[config.mk]
export PLATFORM = sky130hd
export DESIGN_NAME = msgpack_item_encoder
export DESIGN_NICKNAME = d
export VERILOG_FILES = /design/src/rtl/core/mie_pkg.sv /design/src/rtl/core/mie_encode.sv /design/src/rtl/core/mie_serializer.sv /design/src/rtl/core/msgpack_item_encoder.sv
export SDC_FILE = /design/constraint.sdc
export NUM_CORES = 1
export LEC_CHECK = 0
export BUFFER_PORTS_ARGS = -buffer_cell sky130_fd_sc_hd__buf_4
export CAP_MARGIN = 15
export CORE_MARGIN = 4
export CORE_UTILIZATION = 50
export DETAILED_ROUTE_END_ITERATION = 8
export PLACE_DENSITY = 0.7
export RECOVER_POWER = 50
export SETUP_SLACK_MARGIN = 0.1
export SKIP_CTS_REPAIR_TIMING = 1
export SYNTH_ARGS = -nofsm -noshare
export SYNTH_HDL_FRONTEND = slang
export SYNTH_SLANG_ARGS = --single-unit
[constraint.sdc]
create_clock -name clk_i -period 8.69 [get_ports clk_i]
set_clock_uncertainty 0.2 [all_clocks]
set_input_delay 1.738 -clock clk_i [delete_from_list [all_inputs] [get_ports clk_i]]
set_output_delay 1.738 -clock clk_i [all_outputs]
set_load 0.02 [all_outputs]
[src/rtl/core/mie_pkg.sv]
// ----------------------------------------------------------------------------
// mie_pkg
// types, action codes and format markers shared by the item encoder
// ----------------------------------------------------------------------------
`default_nettype none

package mie_pkg;

  localparam int unsigned MaxBytes = 9;
  localparam int unsigned CntW     = 4;

  typedef enum logic [4:0] {
    ActNil     = 5'd0,
    ActTrue    = 5'd1,
    ActFalse   = 5'd2,
    ActPosFix  = 5'd3,
    ActNegFix  = 5'd4,
    ActUint8   = 5'd5,
    ActUint16  = 5'd6,
    ActUint32  = 5'd7,
    ActUint64  = 5'd8,
    ActInt8    = 5'd9,
    ActInt16   = 5'd10,
    ActInt32   = 5'd11,
    ActInt64   = 5'd12,
    ActFloat32 = 5'd13,
    ActFloat64 = 5'd14,
    ActStr     = 5'd15,
    ActBin     = 5'd16,
    ActArray   = 5'd17,
    ActMap     = 5'd18,
    ActExt     = 5'd19,
    ActBody    = 5'd20
  } action_e;

  localparam logic [7:0] MrkNil      = 8'hc0;
  localparam logic [7:0] MrkFalse    = 8'hc2;
  localparam logic [7:0] MrkTrue     = 8'hc3;
  localparam logic [7:0] MrkBin8     = 8'hc4;
  localparam logic [7:0] MrkBin16    = 8'hc5;
  localparam logic [7:0] MrkBin32    = 8'hc6;
  localparam logic [7:0] MrkExt8     = 8'hc7;
  localparam logic [7:0] MrkExt16    = 8'hc8;
  localparam logic [7:0] MrkExt32    = 8'hc9;
  localparam logic [7:0] MrkFloat32  = 8'hca;
  localparam logic [7:0] MrkFloat64  = 8'hcb;
  localparam logic [7:0] MrkUint8    = 8'hcc;
  localparam logic [7:0] MrkUint16   = 8'hcd;
  localparam logic [7:0] MrkUint32   = 8'hce;
  localparam logic [7:0] MrkUint64   = 8'hcf;
  localparam logic [7:0] MrkInt8     = 8'hd0;
  localparam logic [7:0] MrkInt16    = 8'hd1;
  localparam logic [7:0] MrkInt32    = 8'hd2;
  localparam logic [7:0] MrkInt64    = 8'hd3;
  localparam logic [7:0] MrkFixExt1  = 8'hd4;
  localparam logic [7:0] MrkFixExt2  = 8'hd5;
  localparam logic [7:0] MrkFixExt4  = 8'hd6;
  localparam logic [7:0] MrkFixExt8  = 8'hd7;
  localparam logic [7:0] MrkFixExt16 = 8'hd8;
  localparam logic [7:0] MrkStr8     = 8'hd9;
  localparam logic [7:0] MrkStr16    = 8'hda;
  localparam logic [7:0] MrkStr32    = 8'hdb;
  localparam logic [7:0] MrkArray16  = 8'hdc;
  localparam logic [7:0] MrkArray32  = 8'hdd;
  localparam logic [7:0] MrkMap16    = 8'hde;
  localparam logic [7:0] MrkMap32    = 8'hdf;
  localparam logic [7:0] MrkFixStr   = 8'ha0;
  localparam logic [7:0] MrkFixArray = 8'h90;
  localparam logic [7:0] MrkFixMap   = 8'h80;

  typedef struct packed {
    logic [4:0]        action;
    logic [63:0]       value;
    logic signed [7:0] ext_type;
  } in_item_t;

  typedef struct packed {
    logic [7:0] out_byte;
    logic       last;
  } out_item_t;

  // encoded item: bytes in stream order, byte 0 first
  typedef struct packed {
    logic [MaxBytes-1:0][7:0] bytes;
    logic [CntW-1:0]          cnt;
  } frame_t;

endpackage

`default_nettype wire

[src/rtl/core/mie_encode.sv]
// ----------------------------------------------------------------------------
// mie_encode
// combinational encoder: one typed item to a frame of up to nine bytes
// ----------------------------------------------------------------------------
`default_nettype none

module mie_encode
  import mie_pkg::*;
(
  input  in_item_t item_i,
  output frame_t   frame_o
);

  logic [7:0]      marker;
  logic [3:0]      ndata;
  logic            has_typ;
  logic            known;
  logic [31:0]     len;
  logic [7:0][7:0] val_bytes;

  assign len       = item_i.value[31:0];
  assign val_bytes = item_i.value;

  always_comb begin
    marker  = '0;
    ndata   = '0;
    has_typ = 1'b0;
    known   = 1'b1;
    unique case (item_i.action)
      ActNil:   marker = MrkNil;
      ActTrue:  marker = MrkTrue;
      ActFalse: marker = MrkFalse;
      ActPosFix, ActNegFix, ActBody: marker = item_i.value[7:0];
      ActUint8:   begin marker = MrkUint8;   ndata = 4'd1; end
      ActUint16:  begin marker = MrkUint16;  ndata = 4'd2; end
      ActUint32:  begin marker = MrkUint32;  ndata = 4'd4; end
      ActUint64:  begin marker = MrkUint64;  ndata = 4'd8; end
      ActInt8:    begin marker = MrkInt8;    ndata = 4'd1; end
      ActInt16:   begin marker = MrkInt16;   ndata = 4'd2; end
      ActInt32:   begin marker = MrkInt32;   ndata = 4'd4; end
      ActInt64:   begin marker = MrkInt64;   ndata = 4'd8; end
      ActFloat32: begin marker = MrkFloat32; ndata = 4'd4; end
      ActFloat64: begin marker = MrkFloat64; ndata = 4'd8; end
      ActStr: begin
        if (len < 32'd32) begin
          marker = MrkFixStr | {3'b000, len[4:0]};
        end else if (len < 32'd256) begin
          marker = MrkStr8;  ndata = 4'd1;
        end else if (len < 32'd65536) begin
          marker = MrkStr16; ndata = 4'd2;
        end else begin
          marker = MrkStr32; ndata = 4'd4;
        end
      end
      ActBin: begin
        if (len < 32'd256) begin
          marker = MrkBin8;  ndata = 4'd1;
        end else if (len < 32'd65536) begin
          marker = MrkBin16; ndata = 4'd2;
        end else begin
          marker = MrkBin32; ndata = 4'd4;
        end
      end
      ActArray: begin
        if (len < 32'd16) begin
          marker = MrkFixArray | {4'b0000, len[3:0]};
        end else if (len < 32'd65536) begin
          marker = MrkArray16; ndata = 4'd2;
        end else begin
          marker = MrkArray32; ndata = 4'd4;
        end
      end
      ActMap: begin
        if (len < 32'd16) begin
          marker = MrkFixMap | {4'b0000, len[3:0]};
        end else if (len < 32'd65536) begin
          marker = MrkMap16; ndata = 4'd2;
        end else begin
          marker = MrkMap32; ndata = 4'd4;
        end
      end
      ActExt: begin
        has_typ = 1'b1;
        if (len == 32'd1)       marker = MrkFixExt1;
        else if (len == 32'd2)  marker = MrkFixExt2;
        else if (len == 32'd4)  marker = MrkFixExt4;
        else if (len == 32'd8)  marker = MrkFixExt8;
        else if (len == 32'd16) marker = MrkFixExt16;
        else if (len < 32'd256) begin
          marker = MrkExt8;  ndata = 4'd1;
        end else if (len < 32'd65536) begin
          marker = MrkExt16; ndata = 4'd2;
        end else begin
          marker = MrkExt32; ndata = 4'd4;
        end
      end
      default: known = 1'b0;
    endcase
  end

  // body bytes: big-endian data, then the ext type byte, then zero fill
  always_comb begin
    logic [3:0] idx;
    frame_o.bytes    = '0;
    frame_o.bytes[0] = marker;
    for (int k = 1; k < MaxBytes; k++) begin
      idx = ndata - 4'(k);
      if (4'(k) <= ndata) begin
        frame_o.bytes[k] = val_bytes[idx[2:0]];
      end else if (has_typ && (4'(k) == ndata + 4'd1)) begin
        frame_o.bytes[k] = item_i.ext_type;
      end
    end
    frame_o.cnt = known ? (4'd1 + ndata + {3'b000, has_typ}) : '0;
  end

endmodule

`default_nettype wire

[src/rtl/core/mie_serializer.sv]
// ----------------------------------------------------------------------------
// mie_serializer
// frame register, one byte per cycle unless stalled, into a registered output
// ----------------------------------------------------------------------------
`default_nettype none

module mie_serializer
  import mie_pkg::*;
(
  input  logic            clk_i,
  input  logic            rst_ni,
  input  logic            load_valid_i,
  output logic            load_ready_o,
  input  frame_t          frame_i,
  output logic            out_valid_o,
  input  logic            out_ready_i,
  output out_item_t       out_item_o,
  output logic [CntW-1:0] frame_cnt_o
);

  logic [MaxBytes-1:0][7:0] bytes_q, bytes_d;
  logic [CntW-1:0]          cnt_q, cnt_d;
  logic                     out_valid_q, out_valid_d;
  out_item_t                out_q, out_d;
  logic                     move;
  logic                     load;

  // next byte moves out when the output register is free or being drained
  assign move         = (cnt_q != '0) && (!out_valid_q || out_ready_i);
  assign load_ready_o = (cnt_q == '0) || ((cnt_q == 4'd1) && move);
  assign load         = load_valid_i && load_ready_o;

  always_comb begin
    bytes_d     = bytes_q;
    cnt_d       = cnt_q;
    out_valid_d = out_valid_q;
    out_d       = out_q;
    if (load) begin
      bytes_d = frame_i.bytes;
      cnt_d   = frame_i.cnt;
    end else if (move) begin
      bytes_d = {8'h00, bytes_q[MaxBytes-1:1]};
      cnt_d   = cnt_q - 4'd1;
    end
    if (move) begin
      out_valid_d    = 1'b1;
      out_d.out_byte = bytes_q[0];
      out_d.last     = (cnt_q == 4'd1);
    end else if (out_ready_i) begin
      out_valid_d = 1'b0;
    end
  end

  always_ff @(posedge clk_i or negedge rst_ni) begin
    if (!rst_ni) begin
      cnt_q       <= '0;
      out_valid_q <= 1'b0;
    end else begin
      cnt_q       <= cnt_d;
      out_valid_q <= out_valid_d;
    end
  end

  always_ff @(posedge clk_i) begin
    bytes_q <= bytes_d;
    out_q   <= out_d;
  end

  assign out_valid_o = out_valid_q;
  assign out_item_o  = out_q;
  assign frame_cnt_o = cnt_q;

endmodule

`default_nettype wire

[src/rtl/core/msgpack_item_encoder.sv]
// ----------------------------------------------------------------------------
// msgpack_item_encoder
// MessagePack item encoder: one typed item in, its encoded bytes out
// ----------------------------------------------------------------------------
// usage
//   input channel  : in_valid_i / in_ready_o carry one in_item_t per transfer
//                    (action, value, ext_type); body bytes use the body action
//   output channel : out_valid_o / out_ready_i carry one encoded byte per
//                    transfer, with last set on the final byte of an item
//   first byte     : the first byte of an item is offered once the transfer
//                    has loaded the frame register and the byte has then
//                    moved on into the output register
//   throughput     : one byte per cycle while out_ready_i is high, set by the
//                    byte-wide output register; an item holds the input until
//                    its last byte moves on, so fixints, nil/bool and body bytes
//                    go one per cycle, headers and scalars have up to nine bytes
//   unknown action : an action above the body code is taken and yields nothing
//   reset          : rst_ni clears the frame count and output valid, so the
//                    block comes up empty and ready
//   receiver stall : the output byte holds; the frame behind it holds its
//                    remaining bytes, and one more item can still be taken
//                    once the frame has handed on its last byte
// ----------------------------------------------------------------------------
`default_nettype none

module msgpack_item_encoder
  import mie_pkg::*;
(
  input  logic      clk_i,
  input  logic      rst_ni,
  input  logic      in_valid_i,
  output logic      in_ready_o,
  input  in_item_t  in_item_i,
  output logic      out_valid_o,
  input  logic      out_ready_i,
  output out_item_t out_item_o
);

  frame_t          enc_frame;
  logic [CntW-1:0] frame_cnt;

  // combinational encode of the item at the input
  mie_encode u_encode (
    .item_i  (in_item_i),
    .frame_o (enc_frame)
  );

  // frame register and output register
  mie_serializer u_serializer (
    .clk_i        (clk_i),
    .rst_ni       (rst_ni),
    .load_valid_i (in_valid_i),
    .load_ready_o (in_ready_o),
    .frame_i      (enc_frame),
    .out_valid_o  (out_valid_o),
    .out_ready_i  (out_ready_i),
    .out_item_o   (out_item_o),
    .frame_cnt_o  (frame_cnt)
  );

`ifndef NO_ASSERTIONS
  // frame never holds more bytes than the longest encoding
  a_cnt_bound : assert property (@(posedge clk_i) disable iff (!rst_ni)
    frame_cnt <= 4'(MaxBytes))
    else $error("frame count above maximum");

  // an input transfer loads the encoded length into the frame
  a_load_cnt : assert property (@(posedge clk_i) disable iff (!rst_ni)
    (in_valid_i && in_ready_o) |=> (frame_cnt == $past(enc_frame.cnt)))
    else $error("frame count does not match encoded item");

  // a byte that is not the last of its item has its successors in the frame
  a_rest_held : assert property (@(posedge clk_i) disable iff (!rst_ni)
    (out_valid_o && !out_item_o.last) |-> (frame_cnt != '0))
    else $error("item bytes lost before last");

  // input is only taken when the frame is empty or emptying
  a_ready_cnt : assert property (@(posedge clk_i) disable iff (!rst_ni)
    in_ready_o |-> (frame_cnt <= 4'd1))
    else $error("input ready while frame busy");
`endif

endmodule

`default_nettype wire

; Word-level counts from Yosys, hierarchy flattened
; Index checks and enable logic that the tools add are counted.
[classes]
mux = 68
n_reduce_logical = 26
n_addsub = 11
order_cmp = 20
n_eq_ne = 34
[op_table]
columns = operator, n
row1 = 8-bit 2-to-1 mux, 35
row2 = 8-bit binary-select mux with 3-bit select, 8
row3 = 8-bit case mux with 19 select lines, 1
row4 = 72-bit 2-to-1 mux, 2
row5 = 4-bit 2-to-1 mux, 11
row6 = 5-bit by 4-bit == test with 1-bit output (second input constant), 8
row7 = 32-bit by 1-bit == test with 1-bit output (second input constant), 1
row8 = 32-bit by 2-bit == test with 1-bit output (second input constant), 1
row9 = 32-bit by 3-bit == test with 1-bit output (second input constant), 1
row10 = 32-bit by 4-bit == test with 1-bit output (second input constant), 1
row11 = 32-bit by 5-bit == test with 1-bit output (second input constant), 1
row12 = 3-bit by 4-bit less-than comparator with 1-bit output (second input constant), 8
row13 = 32-bit by 17-bit less-than comparator with 1-bit output (second input constant), 1
row14 = 32-bit by 5-bit less-than comparator with 1-bit output (second input constant), 1
row15 = 32-bit by 6-bit less-than comparator with 1-bit output (second input constant), 1
row16 = 32-bit by 9-bit less-than comparator with 1-bit output (second input constant), 1
row17 = 4-bit case mux with 8 select lines, 1
row18 = 5-bit == test (second input constant), 5
row19 = 21-bit OR reduction, 1
row20 = 5-bit by 3-bit == test with 1-bit output (second input constant), 4
row21 = 3-bit by 4-bit == test with 1-bit output (first input constant), 4
row22 = 3-bit by 4-bit <= comparator with 1-bit output (first input constant), 4
row23 = 3-bit subtractor (second input constant), 4
row24 = 1-bit logical AND, 11
row25 = 25 further kinds, 43
[word_totals]
regBits = 86
input_bits = 81

; Depth between registers and ports, before layout
; Gate-level depths: netlist of run 1.
[logic_depth]
depth_word = 15
mapped_depth = 17
depth_no_buf = 11

; Hierarchy
; Synthesis of run 1 repeated with hierarchy kept, for this count alone.
[hier_totals]
hier_cells = 767
hier_area_um2 = 7892.6
[modules_own_cells]
columns = module, area_per_inst_um2, cells_per_inst, n_inst
row1 = mie_encode, 4154.0, 575, 1
row2 = mie_serializer, 3738.6, 192, 1

; Worst setup path after synthesis of run 1
; Ideal clock, no wire load.
[synth_path]
path_type = input port to flip-flop
startpoint = input port in_item_i[75] (netlist bit)
endpoint = register u_serializer.bytes_q[61] (netlist bit), data pin
arrival_ps = 5137
setup_slack_ps = 3094
t_required_ps = 8231
cell_stages = 16
cell_sequence = buf_2 > or3b_1 > buf_2 > a311o_1 > o21ai_2 > o21ai_2 > inv_2 > buf_6 > buf_6 > ha_1 > clkbuf_1 > a21boi_1 > nor2_2 > buf_4 > mux2_2 > a211o_1
[synth_lines]
columns = element, line_no
row1 = start: declaration, msgpack_item_encoder.sv:33  ; input in_item_t in_item_i,
row2 = end signal: assignment, mie_serializer.sv:65  ; bytes_q <= bytes_d;
row3 = end: declaration, mie_serializer.sv:21  ; logic [MaxBytes-1:0][7:0] bytes_q, bytes_d;

==> flow_metrics.py, run 1 <==
metrics = {
    "worst_setup_path": {
        "crit_reg_reg_startpoint": "u_serializer.frame_cnt_o[0]$_DFFE_PN0P_",
        "cp_max_fo": 24,
        "cp-startpoint": "in_item_i[72]",
        "timing.critical_path.arrival_ps": 6300,
        "timing.critical_path.slowest_cell_delay_ps": 810,
        "regToRegEndpoint": "u_serializer.bytes_q[29]$_DFFE_PP_",
        "worst_setup_start_kind": "input port",
        "timing.critical_path.cells": "clkbuf_1 > nand2b_1 > or3_1 > o21ai_0 > buf_4 > o21ai_4 > inv_2 > ha_1 > a21boi_1 > nor2_2 > mux2_2 > a211o_1",
        "setup.worst_path.class": "in -> reg",
        "worst_setup_path_end_kind": "flop",
        "required_ps": 8600,
        "r2r.worst_path.cells": 6,
        "cp-endpoint": "u_serializer.bytes_q[61]$_DFFE_PP_",
        "timing.reg2reg.setup_slack_ps": 3520,
        "worst_path_max_delay_cell": "sky130_fd_sc_hd__a21boi_1",
    },
    "route": {
        "post_drt_via_cell_ratio": 7.60,
        "drt_first_pass_iters": 6,
        "detail_route.wirelength_um": 31500,
        "drt.antenna.violating_nets": 0,
        "wl_per_cell_um": 29.9,
        "route.detailed.drc": 0,
        "vias": 8020,
        "drt_iter0_drc": 1506,
    },
    "clock_tree": {
        "max-clock-path-buffers": 2,
        "insertion_delay_ps": 360,
        "cts.root.buffer_cell": "sky130_fd_sc_hd__clkbuf_16",
        "clk_transition_reported_paths_ps": 70,
        "cts_tree": "built",
        "cts.sink_count": 86,
        "cts.htree.levels": 3,
        "cts-buffers-inserted": 9,
    },
    "place": {
        "finalWeightedCongestion": 1.04,
        "portBuffers": 91,
        "detailed_place_hpwl_um": 22200,
        "dpl_worst_slack_ps": 2180,
    },
    "floorplanning": {
        "die_y_um": 132,
        "die-width_um": 132,
        "io-pin-count": 92,
        "core_footprint_mm2": 0.0152,
        "initial_utilization": 0.509,
        "die_area_mm2": 0.0175,
        "placement_rows": 45,
    },
    "timing": {
        "max_freq_ghz": 0.156,
        "hold_violations": 0,
        "setup-violations-final": 0,
        "max-slew-margin-rel": -0.754,
        "crit_share_post_route": 0.735,
        "slew_viol_final": 38,
        "finalCriticalPeriod_ps": 6390,
        "post_route_setup_tns_ps": 0,
        "finalWorstSetupSlack_ps": 2300,
        "grt_setup_unrepaired": "false",
        "tightestPinTransition_ps": 2630,
    },
    "logic_synthesis": {
        "syn-instance-count": 818,
        "synth.lib_cells_used.distinct": 88,
        "synth_flop_cell": "sky130_fd_sc_hd__edfxtp_1",
        "synthesis.area_per_instance_um2": 9.47,
        "synth-async-reset-ratio": 0.0581,
        "yosys_warnings": 0,
        "syn_nets": 912,
        "ys_seq_area_frac": 0.330,
        "synth_edf_count": 81,
        "ys_seq_elements": 86,
        "netlist_area_mm2": 0.00774,
    },
    "global_route": {
        "globalRoute.totalOverflow": 0,
        "grt_first_pass_wirelength_um": 47400,
        "antenna_found_initial": 0,
        "grt_max_degree": 90,
        "grt_pass1_vias": 7564,
        "groute.usage.overall": 0.352,
    },
    "run_status": {
        "failed_checks": "max-capacitance violations, max-slew violations",
        "run_status": "finished, violations left",
    },
    "finish": {
        "post_route_cells_drive_above_1_share": 0.215,
        "finalNetCount": 956,
        "layout-area-overhead-vs-synth_pct": 12.1,
        "antenna-diode-count": 0,
    },
    "run": {
        "max_cap_viols": 1,
    },
    "worst_hold_path": {
        "worstHoldPathCells": 0,
        "hold_path_class": "reg -> reg",
    },
    "pwr": {
        "powerDensity_mw_per_mm2": 218,
        "power.leakage_uw": 0.00329,
        "ir_worst_vdd_uv": 116,
    },
}
[state kept, by name (all words and copies together), names as in the netlist]
| register | flops |
|---|---|
| u_serializer.frame_cnt_o | 4 |
| u_serializer.out_item_o | 9 |
| u_serializer.bytes_q | 72 |
| u_serializer.out_valid_o | 1 |
[critical path, delay by kind of cell]
family | cells | cell delay, ps
AO/OA/AOI/OAI | 4 | 1520
AND/OR/NAND/NOR | 3 | 1340
buffers and inverters | 3 | 890
adder cells (fa/ha/maj) | 1 | 400
multiplexers | 1 | 400
[kinds of logic after synthesis]
kind of cell	Yosys count	synth area share
mux	87	0.147
simple gates	235	0.148
compound gates	299	0.289
buf+inv	87	0.0514
xor+xnor	10	0.0113
fa+ha+maj	14	0.0223
flops	86	0.330
[layout by cell type (no fill, tap or decap), types with 6 or more instances in the layout]
| cell type | netlist | layout |
|---|---|---|
| sky130_fd_sc_hd__o211a_1 | 7 | 7 |
| sky130_fd_sc_hd__nand4_1 | 7 | 7 |
| sky130_fd_sc_hd__a22oi_1 | 27 | 27 |
| sky130_fd_sc_hd__buf_4 | 6 | 88 |
| sky130_fd_sc_hd__mux2_4 | 6 | 6 |
| sky130_fd_sc_hd__nor4_1 | 6 | 6 |
| sky130_fd_sc_hd__a32oi_1 | 14 | 14 |
| sky130_fd_sc_hd__nand2b_1 | 9 | 9 |
| sky130_fd_sc_hd__o21ai_0 | 37 | 37 |
| sky130_fd_sc_hd__nor2_1 | 57 | 57 |
| sky130_fd_sc_hd__xnor2_1 | 7 | 7 |
| sky130_fd_sc_hd__a211o_1 | 8 | 8 |
| sky130_fd_sc_hd__a32o_1 | 9 | 9 |
| sky130_fd_sc_hd__clkbuf_16 | 0 | 9 |
| sky130_fd_sc_hd__nor3_1 | 8 | 8 |
| sky130_fd_sc_hd__nand3_1 | 35 | 35 |
| sky130_fd_sc_hd__a31oi_1 | 6 | 6 |
| sky130_fd_sc_hd__a21oi_1 | 56 | 56 |
| sky130_fd_sc_hd__edfxtp_1 | 81 | 81 |
| sky130_fd_sc_hd__o211ai_1 | 35 | 35 |
| sky130_fd_sc_hd__and3_1 | 8 | 8 |
| sky130_fd_sc_hd__mux2_2 | 29 | 29 |
| sky130_fd_sc_hd__nand2_1 | 70 | 69 |
| sky130_fd_sc_hd__mux4_2 | 16 | 16 |
| sky130_fd_sc_hd__a221oi_1 | 19 | 19 |
| sky130_fd_sc_hd__o221ai_1 | 9 | 9 |
| sky130_fd_sc_hd__o21ai_1 | 7 | 7 |
| sky130_fd_sc_hd__ha_1 | 13 | 13 |
| sky130_fd_sc_hd__clkbuf_1 | 42 | 15 |
| sky130_fd_sc_hd__mux2i_1 | 34 | 34 |
| sky130_fd_sc_hd__inv_1 | 13 | 13 |
[power breakdown]
part | switching (uW) | internal [uW] | leakage, uW | total [uW]
Combinational | 452 | 237 | 0.00229 | 688
Sequential | 70.6 | 750 | 0.000864 | 820
Clock | 188 | 195 | 0.000129 | 383
Total | 711 | 1180 | 0.00329 | 1890
[how the worst min path moves through the flow]
stage / end / startpoint / slack, ps
after floorplan: u_serializer.out_item_o[1]$_DFFE_PP_ / u_serializer.bytes_q[0]$_DFFE_PP_ / 200
after global placement: u_serializer.out_item_o[1]$_DFFE_PP_ / u_serializer.bytes_q[0]$_DFFE_PP_ / 200
after CTS: u_serializer.out_item_o[5]$_DFFE_PP_ / u_serializer.bytes_q[4]$_DFFE_PP_ / 220
final: u_serializer.out_item_o[5]$_DFFE_PP_ / u_serializer.bytes_q[4]$_DFFE_PP_ / 220
after detailed placement: u_serializer.out_item_o[1]$_DFFE_PP_ / u_serializer.bytes_q[0]$_DFFE_PP_ / 210
after global routing: u_serializer.out_item_o[5]$_DFFE_PP_ / u_serializer.bytes_q[4]$_DFFE_PP_ / 220
[Yosys cell counts, drive strengths merged (8+ instances only)]
library cell	number	area, um2
edfxtp	81	2430
nand2	70	263
a21oi	60	323
nor2	59	226
o21ai	47	246
clkbuf	42	158
mux2	37	439
o211ai	36	284
nand3	35	175
mux2i	34	340
buf	30	184
a22oi	27	203
a221oi	22	234
mux4	16	360
a32oi	14	123
inv	14	52.6
ha	13	163
nor3	11	76.3
a32o	9	90.1
nand2b	9	56.3
o221ai	9	78.8
a211o	8	70.1
and3	8	50.1
[layer usage]
layer | global-route usage | wire length (um) | vias up
li1 | - | - | 3360
met3 | 0.125 | 4550 | 111
met5 | 0 | 0 | -
met1 | 0.500 | 12700 | 3869
met4 | 0.139 | 1280 | 0
met2 | 0.491 | 13000 | 680
[area by class of cell]
class | count | area, um2
Sequential cell | 86 | 2560
Timing Repair Buffer | 105 | 736
Clock inverter | 7 | 50.0
Tap cell | 188 | 235
Clock buffer | 9 | 225
Multi-Input combinational cell | 645 | 4830
Inverter | 15 | 56.3
Fill cell | 1380 | 6520
[stage by stage]
step	power [uW]	hold WS, ps	utilization	cells	area, um2
2_1_floorplan	1250	200	-	818	7740
3_3_place_gp	1490	204	0.556	1037	8450
3_5_place_dp	1510	206	0.556	1037	8450
4_1_cts	1880	219	0.574	1053	8720
5_1_grt	1980	223	0.571	1055	8690
6_report	1890	219	0.571	1055	8690
Power figures use the tool's default switching activity.
==> inputs of run 2 (changes only) <==
--- a/config.mk
+++ b/config.mk
@@ -10,7 +10,7 @@
 export CORE_MARGIN = 4
 export CORE_UTILIZATION = 50
 export DETAILED_ROUTE_END_ITERATION = 8
-export PLACE_DENSITY = 0.7
+export PLACE_DENSITY = 0.73
 export RECOVER_POWER = 50
 export SETUP_SLACK_MARGIN = 0.1
 export SKIP_CTS_REPAIR_TIMING = 1
==> constraint.sdc (replaced) <==
create_clock -name clk_i -period 5.4 [get_ports clk_i]
set_clock_uncertainty 0.2 [all_clocks]
set_input_delay 1.08 -clock clk_i [delete_from_list [all_inputs] [get_ports clk_i]]
set_output_delay 1.08 -clock clk_i [all_outputs]
set_load 0.02 [all_outputs]
==> flow_metrics.py, run 2 (same netlist as run 1, synthesis figures left out) <==
metrics = {
    "global_route": {
        "groute.usage.overall": 0.328,
        "grt_pass1_vias": 7397,
        "grt_first_pass_wirelength_um": 44600,
        "antenna_found_initial": 0,
        "grt_max_degree": 74,
        "globalRoute.totalOverflow": 0,
    },
    "timing": {
        "setup-violations-final": 0,
        "tightestPinTransition_ps": 3290,
        "fin_worst_hold_slack_ps": 218,
        "post_route_setup_tns_ps": 0,
        "grt_setup_unrepaired": "false",
        "crit_share_post_route": 0.932,
        "max-slew-margin-rel": -1.19,
        "slew_viol_final": 74,
        "hold_violations": 0,
        "max_freq_ghz": 0.199,
        "finalCriticalPeriod_ps": 5030,
    },
    "pwr": {
        "ir_worst_vdd_uv": 278,
        "post-layout-total-power_uw": 3130,
        "power.leakage_uw": 0.00338,
        "powerDensity_mw_per_mm2": 355,
    },
    "worst_hold_path": {
        "hold_path_class": "reg -> reg",
    },
    "route": {
        "drt_iter0_drc": 1530,
        "wl_per_cell_um": 27.7,
        "route.detailed.drc": 0,
        "detail_route.wirelength_um": 29600,
        "drt.antenna.violating_nets": 0,
        "drt_first_pass_iters": 6,
        "vias": 8001,
        "post_drt_via_cell_ratio": 7.49,
    },
    "worst_setup_path": {
        "timing.critical_path.cells": "buf_4 > nor4_1 > nand4_1 > a2bb2oi_1 > nand2_1 > ha_1 > or2_2 > a221oi_4 > a32oi_1 > o211ai_1",
        "cp_max_fo": 11,
        "timing.critical_path.slowest_cell_delay_ps": 570,
        "setup.worst_path.class": "in -> reg",
        "worst_setup_path_end_kind": "flop",
        "worst_setup_start_kind": "input port",
        "timing.critical_path.arrival_ps": 5010,
        "cp_num_buf_inv": 1,
        "worst_path_max_delay_cell": "sky130_fd_sc_hd__nand2_1",
        "timing.reg2reg.setup_slack_ps": 1130,
        "path_delay_family": "simple AND/OR/NAND/NOR gates",
        "required_ps": 5380,
    },
    "clock_tree": {
        "cts_tree": "built",
        "max-clock-path-buffers": 2,
        "cts.htree.levels": 3,
        "cts.sink_count": 86,
        "cts-buffers-inserted": 9,
        "clk_transition_reported_paths_ps": 60,
        "insertion_delay_ps": 360,
        "cts.root.buffer_cell": "sky130_fd_sc_hd__clkbuf_16",
    },
    "finish": {
        "finalNetCount": 969,
        "post_route_cells_drive_above_1_share": 0.227,
        "antenna-diode-count": 0,
        "largest_register": "u_serializer.bytes_q",
        "fin_area_mm2": 0.00881,
        "layout-area-overhead-vs-synth_pct": 13.8,
        "largest_reg_flops": 72,
        "mostFrequentLayoutCells": "105 x sky130_fd_sc_hd__buf_4, 81 x sky130_fd_sc_hd__edfxtp_1, 70 x sky130_fd_sc_hd__nand2_1",
        "mostFrequentLayoutCell": "sky130_fd_sc_hd__buf_4",
    },
    "floorplanning": {
        "die-width_um": 132,
        "die_area_mm2": 0.0175,
        "io-pin-count": 92,
        "placement_rows": 45,
        "die_y_um": 132,
        "core_footprint_mm2": 0.0152,
        "initial_utilization": 0.509,
    },
    "place": {
        "placedInstanceArea_mm2": 0.00855,
        "portBuffers": 91,
        "finalWeightedCongestion": 1.00,
        "detailed_place_hpwl_um": 20600,
    },
    "run": {
        "max_cap_viols": 1,
    },
    "run_status": {
        "failed_checks": "max-capacitance violations, max-slew violations",
        "run_status": "finished, violations left",
    },
}
-- run 2: changes by cell type in the layout (fill, tap and decap cells not counted), moves of 2 or more --
cell and change:
sky130_fd_sc_hd__buf_4 +17, sky130_fd_sc_hd__bufinv_16 +2, sky130_fd_sc_hd__clkbuf_1 -2, sky130_fd_sc_hd__clkinv_4 -2
-- run 2: per-stage QoR --
step / util / instances / worst slack (ps)
after floorplan: - / 818 / 462
after global routing: 0.580 / 1068 / 177
final: 0.580 / 1068 / 368
after CTS: 0.583 / 1068 / 588
after detailed placement: 0.563 / 1052 / 236
after global placement: 0.563 / 1052 / 245
-- run 2: path summary, 6_finish.rpt --
kind / start / to / cells after the start
hold / removal: u_serializer.bytes_q[6]$_DFFE_PP_ / u_serializer.out_item_o[7]$_DFFE_PP_ / 0
max in group asynchronous: rst_ni / u_serializer.frame_cnt_o[2]$_DFFE_PN0P_ / 1
hold reg to reg: u_serializer.bytes_q[6]$_DFFE_PP_ / u_serializer.out_item_o[7]$_DFFE_PP_ / 0
setup reg to reg: u_serializer.frame_cnt_o[0]$_DFFE_PN0P_ / u_serializer.frame_cnt_o[3]$_DFFE_PN0P_ / 7
setup / recovery: in_item_i[29] / u_serializer.bytes_q[15]$_DFFE_PP_ / 10
min in group asynchronous: rst_ni / u_serializer.frame_cnt_o[1]$_DFFE_PN0P_ / 1
-- run 2: per-layer routing --
layer / GRT usage / wire, um
met1: 0.455 / 11400
met2: 0.466 / 12300
met3: 0.103 / 4250
met4: 0.160 / 1670
met5: 0 / 0
-- run 2: report_power, final --
group          internal, uW  total, uW  leakage (uW)  switching [uW]
logic                   384       1090       0.00237             704
registers              1220       1350      0.000864             129
clock network           406        691      0.000151             286
total                  2010       3130       0.00338            1120
-- run 2: area by class of cell --
class                      count  area, um2
clock inverter                 6       85.1
timing repair buffer         118        841
fill                        1340       6390
inverter                      15       56.3
tap                          188        235
clock buffer                  10        229
sequential                    86       2560
multi-input combinational    645       4810
==> inputs of run 3 (changes only) <==
--- a/config.mk
+++ b/config.mk
@@ -11,9 +11,10 @@
 export CORE_UTILIZATION = 50
 export DETAILED_ROUTE_END_ITERATION = 8
 export PLACE_DENSITY = 0.73
-export RECOVER_POWER = 50
+export RECOVER_POWER = 100
 export SETUP_SLACK_MARGIN = 0.1
 export SKIP_CTS_REPAIR_TIMING = 1
+export SLEW_MARGIN = 20
 export SYNTH_ARGS = -nofsm -noshare
 export SYNTH_HDL_FRONTEND = slang
 export SYNTH_SLANG_ARGS = --single-unit
==> flow_metrics.py, run 3 (same netlist as run 1, synthesis figures left out) <==
metrics = {
    "run_status": {
        "run_status": "finished, violations left",
        "failed_checks": "max-capacitance violations, max-slew violations",
    },
    "worst_setup_path": {
        "timing.reg2reg.setup_slack_ps": 1110,
        "cp-startpoint": "in_item_i[76]",
        "worst_setup_path_end_kind": "flop",
        "worst_setup_start_kind": "input port",
        "timing.critical_path.arrival_ps": 5170,
        "regToRegEndpoint": "u_serializer.frame_cnt_o[3]$_DFFE_PN0P_",
        "crit_reg_reg_startpoint": "u_serializer.frame_cnt_o[0]$_DFFE_PN0P_",
        "r2r.worst_path.cells": 7,
        "cp-endpoint": "u_serializer.bytes_q[50]$_DFFE_PP_",
        "setup.worst_path.class": "in -> reg",
        "cp_max_fo": 19,
        "required_ps": 5370,
    },
    "route": {
        "wl_per_cell_um": 27.7,
        "route.detailed.drc": 0,
        "drt_first_pass_iters": 9,
        "vias": 8005,
        "drt_iter0_drc": 1528,
        "post_drt_via_cell_ratio": 7.50,
        "detail_route.wirelength_um": 29500,
        "drt.antenna.violating_nets": 0,
    },
    "timing": {
        "post_route_setup_tns_ps": 0,
        "max_freq_ghz": 0.192,
        "max-slew-margin-rel": -1.21,
        "slew_viol_final": 74,
        "setup-violations-final": 0,
        "grt_setup_unrepaired": "false",
        "hold_violations": 0,
        "tightestPinTransition_ps": 3320,
        "crit_share_post_route": 0.963,
        "finalCriticalPeriod_ps": 5200,
        "finalWorstSetupSlack_ps": 197,
        "fin_worst_hold_slack_ps": 218,
    },
    "finish": {
        "mostFrequentLayoutCell": "sky130_fd_sc_hd__buf_4",
        "mostFrequentLayoutCells": "99 x sky130_fd_sc_hd__buf_4, 81 x sky130_fd_sc_hd__edfxtp_1, 70 x sky130_fd_sc_hd__nand2_1",
        "layout-area-overhead-vs-synth_pct": 13.1,
        "antenna-diode-count": 0,
        "largest_reg_flops": 72,
        "post_route_cells_drive_above_1_share": 0.217,
        "largest_register": "u_serializer.bytes_q",
        "finalNetCount": 969,
        "final.fill_count": 1353,
    },
    "worst_hold_path": {
        "hold_path_class": "reg -> reg",
        "worstHoldPathCells": 0,
    },
    "global_route": {
        "grt_max_degree": 74,
        "groute.usage.overall": 0.328,
        "globalRoute.totalOverflow": 0,
        "antenna_found_initial": 0,
        "grt_pass1_vias": 7397,
        "grt_first_pass_wirelength_um": 44600,
    },
    "floorplanning": {
        "io-pin-count": 92,
        "die_area_mm2": 0.0175,
        "die-width_um": 132,
        "placement_rows": 45,
        "die_y_um": 132,
        "core_footprint_mm2": 0.0152,
        "initial_utilization": 0.509,
    },
    "pwr": {
        "power.leakage_uw": 0.00336,
        "ir_worst_vdd_uv": 279,
        "powerDensity_mw_per_mm2": 356,
    },
    "place": {
        "detailed_place_hpwl_um": 20600,
        "dpl_worst_slack_ps": 236,
        "finalWeightedCongestion": 1.00,
        "portBuffers": 91,
    },
    "clock_tree": {
        "clk_transition_reported_paths_ps": 60,
        "cts-buffers-inserted": 9,
        "cts.root.buffer_cell": "sky130_fd_sc_hd__clkbuf_16",
        "insertion_delay_ps": 350,
        "cts.htree.levels": 3,
        "max-clock-path-buffers": 2,
        "cts.sink_count": 86,
        "cts_tree": "built",
    },
    "run": {
        "max_cap_viols": 1,
    },
}
==> run 3: changes by cell type in the layout (fill, tap and decap cells not counted), moves of 5 or more <==
cell,previous run,this run
sky130_fd_sc_hd__buf_4,105,99
sky130_fd_sc_hd__clkbuf_1,13,18
sky130_fd_sc_hd__o21ai_0,37,43
sky130_fd_sc_hd__o21ai_1,7,2
==> run 3: report_power, final <==
| part | leakage (uW) | total [uW] | internal (uW) | switching [uW] |
|---|---|---|---|---|
| clock | 0.000151 | 688 | 405 | 282 |
| combinational | 0.00235 | 1080 | 378 | 702 |
| sequential | 0.000864 | 1350 | 1220 | 126 |
==> run 3: worst max-delay path, stage by stage <==
cell and delay [ps]:
sky130_fd_sc_hd__clkbuf_1 570, sky130_fd_sc_hd__nor2_1 150, sky130_fd_sc_hd__nand2_1 220, sky130_fd_sc_hd__a2bb2oi_1 500, sky130_fd_sc_hd__nand2_1 580, sky130_fd_sc_hd__ha_1 500
sky130_fd_sc_hd__a21oi_1 1040, sky130_fd_sc_hd__a32oi_1 230, sky130_fd_sc_hd__o211ai_1 290
==> run 3: stage by stage <==
stage	utilization	cells	cell area (um2)	total power [uW]
2_1_floorplan	-	818	7740	2010
3_3_place_gp	0.563	1052	8550	2400
3_5_place_dp	0.563	1052	8550	2420
4_1_cts	0.583	1068	8870	3090
5_1_grt	0.576	1068	8760	3240
6_report	0.576	1068	8760	3110
==> run 3: layout make-up <==
class	count	area, um2	area share
inverter	15	56.3	0.00643
clock buffer	10	229	0.0261
clock inverter	6	85.1	0.00971
multi-input combinational	645	4780	0.545
timing repair buffer	118	820	0.0936
tap	188	235	0.0269
sequential	86	2560	0.292
==> run 3: layer usage <==
| layer | up-vias | routed length (um) | track usage |
|---|---|---|---|
| met3 | 163 | 4500 | 0.103 |
| met4 | 0 | 1780 | 0.160 |
| met2 | 802 | 12200 | 0.466 |
| li1 | 3381 | - | - |
| met5 | - | 0 | 0 |
| met1 | 3659 | 11000 | 0.455 |
==> run 3: how the worst min path moves through the flow <==
stage | start | to | slack [ps]
global placement | u_serializer.bytes_q[5]$_DFFE_PP_ | u_serializer.out_item_o[6]$_DFFE_PP_ | 200
finish | u_serializer.bytes_q[6]$_DFFE_PP_ | u_serializer.out_item_o[7]$_DFFE_PP_ | 220
global route | u_serializer.bytes_q[4]$_DFFE_PP_ | u_serializer.out_item_o[5]$_DFFE_PP_ | 220
CTS | u_serializer.bytes_q[4]$_DFFE_PP_ | u_serializer.out_item_o[5]$_DFFE_PP_ | 220
detailed placement | u_serializer.bytes_q[4]$_DFFE_PP_ | u_serializer.out_item_o[5]$_DFFE_PP_ | 200
floorplan | u_serializer.bytes_q[0]$_DFFE_PP_ | u_serializer.out_item_o[1]$_DFFE_PP_ | 200
